**config.mk**
```make
export PLATFORM = sky130hd
export DESIGN_NAME = signed_int_to_decimal_ascii_top
export DESIGN_NICKNAME = d
export VERILOG_FILES = /design/src/hdl/sida_pkg.sv /design/src/hdl/sida_dp.sv /design/src/hdl/sida_ctrl.sv /design/src/hdl/signed_int_to_decimal_ascii_top.sv
export SDC_FILE = /design/constraint.sdc
export NUM_CORES = 1
export LEC_CHECK = 0
export BUFFER_PORTS_ARGS = -buffer_cell sky130_fd_sc_hd__buf_2
export CAP_MARGIN = 30
export CORE_MARGIN = 2
export CORE_UTILIZATION = 45
export CTS_BUF_LIST = sky130_fd_sc_hd__clkbuf_16
export DETAILED_ROUTE_END_ITERATION = 8
export GPL_ROUTABILITY_DRIVEN = 0
export PLACE_DENSITY = 0.61
export SLEW_MARGIN = 20
export SYNTH_ARGS = -nofsm -noshare
export SYNTH_HDL_FRONTEND = slang
export SYNTH_HIERARCHICAL = 1
export SYNTH_SLANG_ARGS = --single-unit
```
**constraint.sdc**
```tcl
create_clock -name clk -period 3.5 [get_ports clk]
set_clock_uncertainty 0.2 [all_clocks]
set_input_delay 0.175 -clock clk [delete_from_list [all_inputs] [get_ports clk]]
set_output_delay 0.175 -clock clk [all_outputs]
set_load 0.02 [all_outputs]
```
**src/hdl/sida_pkg.sv**
```systemverilog
package sida_pkg;

  localparam int DATA_WIDTH = 32;

  // Number of decimal digits in 2^(width-1), the largest magnitude.
  function automatic int decimal_digits(int width);
    longint unsigned v;
    int n;
    v = 64'd1 << (width - 1);
    n = 0;
    for (int i = 0; i < 20; i++) begin
      if (v != 64'd0) begin
        n++;
        v = v / 64'd10;
      end
    end
    return n;
  endfunction

  localparam int NUM_DIGITS = decimal_digits(DATA_WIDTH);
  localparam int BCD_W      = NUM_DIGITS * 4;
  localparam int BIT_CNT_W  = $clog2(DATA_WIDTH);
  localparam int DIG_CNT_W  = $clog2(NUM_DIGITS);

  localparam logic [5:0] CH_MINUS = 6'd45;
  localparam logic [5:0] CH_ZERO  = 6'd48;

  typedef enum logic [1:0] {
    ST_IDLE,
    ST_CONVERT,
    ST_SIGN,
    ST_DIGITS
  } state_t;

  typedef struct packed {
    logic load;
    logic shift;
    logic emit_sign;
    logic emit_digit;
    logic skip_digit;
  } cmd_t;

  typedef struct packed {
    logic neg;
    logic bits_done;
    logic top_zero;
    logic last_digit;
    logic started;
    logic out_free;
  } sts_t;

endpackage

```
**src/hdl/sida_dp.sv**
```systemverilog
module sida_dp import sida_pkg::*; (
  input  logic                  clk,
  input  logic                  rst,
  input  logic [DATA_WIDTH-1:0] value,
  input  cmd_t                  cmd,
  output sts_t                  sts,
  output logic                  char_valid,
  input  logic                  char_stall,
  output logic [5:0]            char_code,
  output logic                  last
);

  logic [DATA_WIDTH-1:0] mag;
  logic [BCD_W-1:0]      bcd;
  logic [BCD_W-1:0]      bcd_adj;
  logic                  neg;
  logic [BIT_CNT_W-1:0]  bit_cnt;
  logic [DIG_CNT_W-1:0]  dig_cnt;
  logic                  started;
  logic [3:0]            top_digit;

  assign top_digit = bcd[BCD_W-1 -: 4];

  // Add 3 to every digit of 5 or more before the shift.
  always_comb begin
    logic [3:0] d;
    bcd_adj = bcd;
    for (int i = 0; i < NUM_DIGITS; i++) begin
      d = bcd[4*i +: 4];
      bcd_adj[4*i +: 4] = (d >= 4'd5) ? d + 4'd3 : d;
    end
  end

  always_ff @(posedge clk) begin
    if (cmd.load) begin
      neg     <= value[DATA_WIDTH-1];
      mag     <= value[DATA_WIDTH-1] ? (~value + 1'b1) : value;
      bcd     <= '0;
      bit_cnt <= '0;
      dig_cnt <= '0;
      started <= 1'b0;
    end
    if (cmd.shift) begin
      bcd     <= {bcd_adj[BCD_W-2:0], mag[DATA_WIDTH-1]};
      mag     <= {mag[DATA_WIDTH-2:0], 1'b0};
      bit_cnt <= bit_cnt + 1'b1;
    end
    if (cmd.emit_digit || cmd.skip_digit) begin
      bcd     <= {bcd[BCD_W-5:0], 4'b0000};
      dig_cnt <= dig_cnt + 1'b1;
    end
    if (cmd.emit_digit) begin
      started <= 1'b1;
    end
  end

  // Output register: hold while stalled, drop valid once taken.
  always_ff @(posedge clk) begin
    if (rst) begin
      char_valid <= 1'b0;
    end else if (cmd.emit_sign || cmd.emit_digit) begin
      char_valid <= 1'b1;
    end else if (!char_stall) begin
      char_valid <= 1'b0;
    end
  end

  always_ff @(posedge clk) begin
    if (cmd.emit_sign) begin
      char_code <= CH_MINUS;
      last      <= 1'b0;
    end else if (cmd.emit_digit) begin
      char_code <= CH_ZERO + {2'b00, top_digit};
      last      <= sts.last_digit;
    end
  end

  assign sts.neg        = neg;
  assign sts.bits_done  = (bit_cnt == BIT_CNT_W'(DATA_WIDTH - 1));
  assign sts.top_zero   = (top_digit == 4'd0);
  assign sts.last_digit = (dig_cnt == DIG_CNT_W'(NUM_DIGITS - 1));
  assign sts.started    = started;
  assign sts.out_free   = !char_valid || !char_stall;

endmodule

```
**src/hdl/sida_ctrl.sv**
```systemverilog
module sida_ctrl import sida_pkg::*; (
  input  logic clk,
  input  logic rst,
  input  logic value_valid,
  output logic value_stall,
  input  sts_t sts,
  output cmd_t cmd
);

  state_t state;
  state_t state_next;

  always_ff @(posedge clk) begin
    if (rst) begin
      state <= ST_IDLE;
    end else begin
      state <= state_next;
    end
  end

  always_comb begin
    state_next  = state;
    cmd         = '0;
    value_stall = (state != ST_IDLE);
    case (state)
      ST_IDLE: begin
        if (value_valid) begin
          cmd.load   = 1'b1;
          state_next = ST_CONVERT;
        end
      end
      ST_CONVERT: begin
        cmd.shift = 1'b1;
        if (sts.bits_done) begin
          state_next = sts.neg ? ST_SIGN : ST_DIGITS;
        end
      end
      ST_SIGN: begin
        if (sts.out_free) begin
          cmd.emit_sign = 1'b1;
          state_next    = ST_DIGITS;
        end
      end
      ST_DIGITS: begin
        // Drop leading zeros, but always emit the units digit.
        if (sts.top_zero && !sts.started && !sts.last_digit) begin
          cmd.skip_digit = 1'b1;
        end else if (sts.out_free) begin
          cmd.emit_digit = 1'b1;
          if (sts.last_digit) begin
            state_next = ST_IDLE;
          end
        end
      end
      default: begin
        state_next = ST_IDLE;
      end
    endcase
  end

  a_emit_needs_room: assert property (@(posedge clk) disable iff (rst)
    (cmd.emit_sign || cmd.emit_digit) |-> sts.out_free)
    else $error("character emitted while output register busy");

  a_no_leading_zero: assert property (@(posedge clk) disable iff (rst)
    (cmd.emit_digit && !sts.started && !sts.last_digit) |-> !sts.top_zero)
    else $error("leading zero emitted");

  a_load_starts_fresh: assert property (@(posedge clk) disable iff (rst)
    cmd.load |=> (state == ST_CONVERT) && !sts.started)
    else $error("load did not start a conversion");

  a_sign_only_negative: assert property (@(posedge clk) disable iff (rst)
    (state == ST_SIGN) |-> sts.neg)
    else $error("sign state entered for a non-negative value");

endmodule

```
**src/hdl/signed_int_to_decimal_ascii_top.sv**
```systemverilog
// Channel   Direction  Handshake                  Payload
// value     in         value_valid / value_stall  value[DATA_WIDTH-1:0], two's complement
// char      out        char_valid / char_stall    char_code[5:0], last
//
// Each request is loaded, then runs DATA_WIDTH shift-and-adjust steps
// (double dabble, one magnitude bit per cycle), then emits a minus sign
// when negative, then runs NUM_DIGITS steps that each either skip a
// leading zero or emit a digit.
// A new request is taken only in the idle state; the last character may
// still sit in the output register while the next request is loaded.
// char_stall holds the character in the output register and pauses emission.
// rst is synchronous and active high; it empties the output register and
// returns the controller to idle.
module signed_int_to_decimal_ascii_top import sida_pkg::*; (
  input  logic                  clk,
  input  logic                  rst,
  input  logic                  value_valid,
  output logic                  value_stall,
  input  logic [DATA_WIDTH-1:0] value,
  output logic                  char_valid,
  input  logic                  char_stall,
  output logic [5:0]            char_code,
  output logic                  last
);

  // Commands from the sequencer, status back from the datapath.
  cmd_t cmd;
  sts_t sts;

  sida_ctrl u_ctrl (
    .clk         (clk),
    .rst         (rst),
    .value_valid (value_valid),
    .value_stall (value_stall),
    .sts         (sts),
    .cmd         (cmd)
  );

  // Magnitude and BCD registers, digit counter, and the output register.
  sida_dp u_dp (
    .clk        (clk),
    .rst        (rst),
    .value      (value),
    .cmd        (cmd),
    .sts        (sts),
    .char_valid (char_valid),
    .char_stall (char_stall),
    .char_code  (char_code),
    .last       (last)
  );

endmodule
```
==> flow_metrics.tcl, run 1 <==
set metrics [dict create \
    status "complete, no violations" \
    critPathKind "flop to flop" \
    setup_viol_count_final 0 \
    pwr-share-seq_pct 41.0 \
    multi_input_area_um2 2960 \
    tightestPinTransition_ps 786 \
    dp_cells 789 \
    post_cts_resized 0 \
    hp-start "value[22]" \
    core_area_um2 12700 \
    fin_util_pct 51.4 \
    regArea_um2 2610 \
    ys_async_sr_fraction_pct 0 \
    ys_seq_area_share_pct 44.6 \
    post-route-period-util_pct 83.3 \
    yosysUniqueCellTypes 56 \
    place_ws_ps 584 \
    hold_viol 0 \
    cap_violations 0 \
    start_kind "flop" \
    instances_no_fill 809 \
    first_iter_violations 294 \
    antenna_found_initial 0 \
    cp_max_fo 38 \
    swShare_pct 38.2 \
    avgSynthCellArea_um2 9.78 \
    synth_edf_count 77 \
    portBuffers 43 \
    power.share.combinational_pct 41.8 \
    antennaDiodeCount 0 \
    wirelength_mm 12.5 \
    cp_slowest_cell "or2_2" \
    worstPathArrival_ps 2770 \
    whs_ps 21.1 \
    start_util_pct 46.2 \
    p_clk_share_pct 17.2 \
    yosys_warnings 6 \
    htree_num_levels 3 \
    grt_pass1_vias 4365 \
    synth_ff_type "edfxtp_1" \
    crit_path_cell_trace "inv_1, ha_1, nor3b_1, a21oi_1, buf_4, or2_2, nor3_1, inv_1, buf_4" \
    via_per_inst 5.71 \
    cp_data_required_time_ps 3350 \
    p_per_area_nw_per_um2 845 \
    die_h_um 118 \
    hpwlAfterDp_mm 8.30 \
    max_clock_freq_mhz 343 \
    timing.reg2reg.setup_slack_ps 580 \
    core.rowCount 41 \
    first_pass_iters 7 \
    reg2reg_depth 9 \
    intPower_mw 3.40 \
    startpoint "u_dp/bcd[36]" \
    p_sw_mw 2.10 \
    drive_gt1_share_pct 13.5 \
    io_pins 45 \
    fill_cells 1178 \
    clk_pin_slew_ps 70 \
    cts_root_buf "clkbuf_16" \
    grt_first_pass_wirelength_mm 21.0 \
    period_needed_ps 2920 \
    cts-buffers-inserted 9 \
    ir_worst_vdd_v 0.000324 \
    grt_setup_unrepaired "false" \
    setup_slack_ps 585 \
    grt_start_max_net_pins 39 \
    final_net_count 698 \
    slowest_delay_ps 470 \
    die_area_um2 13900 \
    die_width_um 118 \
    worst_hold_path.endpoint "u_dp/mag[22]" \
    ys_ff_latch 92 \
    setup_tns_ps 0 \
    clk_path_buf_depth 2 \
    synth_cells 599 \
    drc 0 \
    cts_tree "built" \
    clock-sinks 92 \
    ant_nets 0 \
    syn_area_um2 5860 \
    r2r_start "u_dp/bcd[36]" \
    maxSlewHeadroom_pct 47.5 \
    clkLatencyLatePin_ps 350 \
    drt-wirelength-per-cell_um 15.5 \
    gr-total-overflow 0 \
    gr-usage-all-layers_pct 18.5 \
    vias 4619 \
    hp-class "input port to flop" \
    min_delay_path_depth 3 \
    area_delta_synth_final_pct 11.2 \
    syn_nets 665 \
    cp-end-kind "flop" \
    finalMaxSlewViolations 0 \
    r2r_end "u_dp/bcd[24]" \
    p_leak_nw 2.41 \
    cts_setup_buffers 0 \
]
## layout make-up
cell class	count	area share [%]
clock buffers	9	3.46
clock inverters	7	0.807
inverters	35	2.02
multi-input cells	439	45.4
flip-flops and latches	92	40.1
well taps	172	3.31
repair buffers	55	4.84
## routing by layer
metal	share of wire [%]	GRT usage (%)	vias up
li1	-	-	2303
met1	46	23.6	2187
met2	48	31.1	110
met3	4.4	2.71	19
met4	2.1	8.13	0
met5	0	0	-
## worst max-delay path by stage
stage | end | cells after the start
2_1_floorplan | u_dp/bit_cnt[0] | 6
3_3_place_gp | u_dp/bcd[25] | 9
3_5_place_dp | u_dp/bcd[24] | 11
4_1_cts | u_dp/bcd[28] | 11
5_1_grt | u_dp/bcd[28] | 9
6_report | u_dp/bcd[24] | 9
## logic make-up after synthesis
family | Yosys count | share of synthesized area [%]
AOI/OAI and AO/OA | 150 | 16.9
xor gates and xnor gates | 32 | 4.79
adders and majority gates | 30 | 6.41
buffers and inverters | 68 | 4.91
DFF | 92 | 44.6
muxes | 16 | 3.03
other | 1 | 0.0640
and+or+nand+nor | 210 | 19.3
## registers in the layout (all words and copies together) (netlist names)
signal	flops
u_dp/char_valid	1
u_dp/char_code	5
u_dp/last	1
u_dp/bit_cnt	5
u_ctrl/state	2
u_dp/mag	32
u_dp/dig_cnt	4
u_dp/neg	1
u_dp/started	1
u_dp/bcd	40
## cells in the final DEF, fill, tap and decap left out, types with 11 or more instances in the layout
| cell type | Yosys | routed |
|---|---|---|
| nor2b_1 | 11 | 11 |
| nor2_1 | 27 | 27 |
| nor3_1 | 24 | 24 |
| xnor2_1 | 15 | 15 |
| nand2_1 | 49 | 49 |
| nand3_1 | 22 | 22 |
| inv_1 | 35 | 39 |
| buf_2 | 2 | 43 |
| ha_1 | 30 | 29 |
| xor2_1 | 17 | 17 |
| o22ai_1 | 14 | 14 |
| a21oi_1 | 29 | 29 |
| o21ai_0 | 46 | 46 |
| nand2b_1 | 14 | 14 |
| edfxtp_1 | 77 | 77 |
| dfxtp_1 | 15 | 15 |
| or4_1 | 18 | 18 |
## power by group through the flow
stage | Combinational [mW] | Clock (mW) | Sequential [mW]
2_1_floorplan | 1.76 | 0 | 2.22
5_1_grt | 2.61 | 1.01 | 2.32
3_5_place_dp | 2.30 | 0 | 2.27
3_3_place_gp | 2.24 | 0 | 2.26
6_report | 2.30 | 0.949 | 2.25
4_1_cts | 2.32 | 0.978 | 2.26
## through the flow
stage	cell area [um^2]	total power, mW
3_5_place_dp	6190	4.58
6_report	6510	5.50
5_1_grt	6510	5.95
3_3_place_gp	6190	4.50
2_1_floorplan	5860	3.98
4_1_cts	6510	5.56
## worst max-delay path: cells and delay by family, from the launching register on
kind	cells	cell delay (ps)
AOI/OAI and AO/OA	1	120
buffers and inverters	4	640
DFF	1	420
adders and majority gates	1	200
and+or+nand+nor	3	1000
## synth_stat cells (6+ instances only)
| cell type | number | area share [%] |
|---|---|---|
| nor2b_1 | 11 | 1.2 |
| nor3b_1 | 7 | 0.90 |
| dfxtp_1 | 15 | 5.1 |
| nor2_1 | 27 | 1.7 |
| nand3_1 | 22 | 1.9 |
| o31ai_1 | 9 | 1.2 |
| xnor2_1 | 15 | 2.2 |
| o21ai_0 | 46 | 3.9 |
| ha_1 | 30 | 6.4 |
| o22ai_1 | 14 | 1.5 |
| xor2_1 | 17 | 2.5 |
| edfxtp_1 | 77 | 39 |
| mux2_2 | 10 | 1.9 |
| inv_1 | 35 | 2.2 |
| a22oi_1 | 6 | 0.77 |
| nor3_1 | 24 | 2.1 |
| nand2b_1 | 14 | 1.5 |
| clkbuf_1 | 20 | 1.3 |
| or4_1 | 18 | 2.3 |
| o41ai_1 | 6 | 0.90 |
| a21oi_1 | 29 | 2.5 |
| nand2_1 | 49 | 3.1 |
| o32ai_1 | 9 | 1.3 |
| or3_1 | 7 | 0.75 |
## repair_timing
item / CTS / global route
hold buffers: 4 / 0
endpoints found under the hold margin: 5 / 0
endpoints found under the setup margin: 0 / 0
Power figures use the tool's default switching activity.
==> inputs of run 2 (changes only) <==
Clock period 3.5 ns to 2.9 ns, I/O delays scaled along.
==> flow_metrics.tcl, run 2 (same netlist as run 1, synthesis figures left out) <==
set metrics [dict create \
    min_delay_path_depth 3 \
    first_pass_iters 5 \
    setup_viol_count_final 0 \
    tightestPinTransition_ps 721 \
    clk_pin_slew_ps 70 \
    hp-class "input port to flop" \
    gr-usage-all-layers_pct 19.0 \
    grt_setup_unrepaired "false" \
    clock-sinks 92 \
    ant_nets 0 \
    p_leak_nw 2.48 \
    fin_util_pct 52.6 \
    top_regs "u_dp/bcd x40, u_dp/mag x32" \
    setup_tns_ps 0 \
    grt_start_max_net_pins 39 \
    drc 0 \
    final_net_count 712 \
    wirelength_mm 12.7 \
    period_needed_ps 2780 \
    vias 4644 \
    cap_violations 0 \
    via_per_inst 5.64 \
    antenna_found_initial 0 \
    reg2reg_depth 10 \
    die_h_um 118 \
    htree_num_levels 3 \
    grt_first_pass_wirelength_mm 21.8 \
    clk_path_buf_depth 2 \
    startpoint "value[0]" \
    start_util_pct 46.2 \
    cp_max_fo 12 \
    regMostFlops "u_dp/bcd" \
    status "complete, no violations" \
    busiest_layer "met2" \
    largest_reg_flops 40 \
    area_delta_synth_final_pct 13.7 \
    post-route-period-util_pct 95.9 \
    hp-start "value[12]" \
    cp-end-kind "flop" \
    grt_use_met3_pct 4.80 \
    core.rowCount 41 \
    mostFrequentLayoutCells "77 x edfxtp_1, 49 x nand2_1, 46 x o21ai_0" \
    cp_data_required_time_ps 2910 \
    place_ws_ps 329 \
    drt-wirelength-per-cell_um 15.5 \
    timing.reg2reg.setup_slack_ps 450 \
    r2r_start "u_dp/dig_cnt[1]" \
    gr-total-overflow 0 \
    setup_slack_ps 118 \
    clkLatencyLatePin_ps 350 \
    p_per_area_nw_per_um2 1010 \
    critPathKind "input port to flop" \
    maxSlewHeadroom_pct 51.9 \
    worstPathArrival_ps 2790 \
    post_cts_resized 0 \
    setup.worst_path.end "u_dp/mag[24]" \
    cts-buffers-inserted 9 \
    grtUsageMet1_pct 23.6 \
    start_kind "input port" \
    portBuffers 43 \
    drive_gt1_share_pct 14.9 \
    max_clock_freq_mhz 359 \
    first_iter_violations 298 \
    hpwlAfterDp_mm 8.71 \
    hold_viol 0 \
    antennaDiodeCount 0 \
    ir_worst_vdd_v 0.000373 \
    r2r_end "u_dp/bcd[29]" \
    core_area_um2 12700 \
    io_pins 45 \
    cts_root_buf "clkbuf_16" \
    die_area_um2 13900 \
    cts_tree "built" \
    grtUsageMet2_pct 33.0 \
    die_width_um 118 \
    grt_pass1_vias 4711 \
    layout_commonest_cell "edfxtp_1" \
    finalMaxSlewViolations 0 \
]
==> run 2: stage by stage <==
step | instance area [um^2] | hold slack (ps) | instances | total power [mW]
finish | 6660 | 41.3 | 823 | 6.71
global placement | 6280 | 170 | 796 | 5.53
global route | 6660 | 41.1 | 823 | 7.26
detailed placement | 6280 | 168 | 796 | 5.64
CTS | 6660 | 12.3 | 823 | 6.77
floorplan | 5860 | 14.1 | 599 | 4.81
==> run 2: worst min-delay path by stage <==
stage / slack (ps) / to
final: 40 / u_dp/mag[13]
after global routing: 40 / u_dp/mag[10]
after detailed placement: 170 / u_dp/char_valid
after global placement: 170 / u_dp/char_valid
after floorplan: 10 / u_dp/char_valid
after CTS: 10 / u_dp/mag[14]
==> run 2: repair_timing <==
action / in CTS / in global routing
hold buffers: 11 / 0
buffers inserted: 0 / 0
endpoints found under the hold margin: 11 / 0
==> run 2: worst max-delay path, stage by stage <==
cell and delay, ps:
dlygate4sd3_1 530, buf_2 140, inv_1 50, ha_1 180, or4b_1 600, or3_4 510
or4_1 520, nand3_1 100
==> run 2: area by class of cell <==
class,count,area (um^2)
sequential,92,2610
multi-input combinational,439,2960
timing repair buffer,69,475
tap,172,215
clock inverter,7,41.3
fill,1179,6010
inverter,35,131
clock buffer,9,225
==> run 2: layer usage <==
metal / vias to the layer above / routed length, um
met5: - / 0
met4: 0 / 140
met3: 9 / 658
met2: 118 / 6260
met1: 2191 / 5670
li1: 2326 / -
==> run 2: where the power goes <==
group | switching [mW] | internal (mW) | total, mW
clock | 0.510 | 0.577 | 1.09
sequential | 0.392 | 2.33 | 2.72
combinational | 1.69 | 1.21 | 2.90
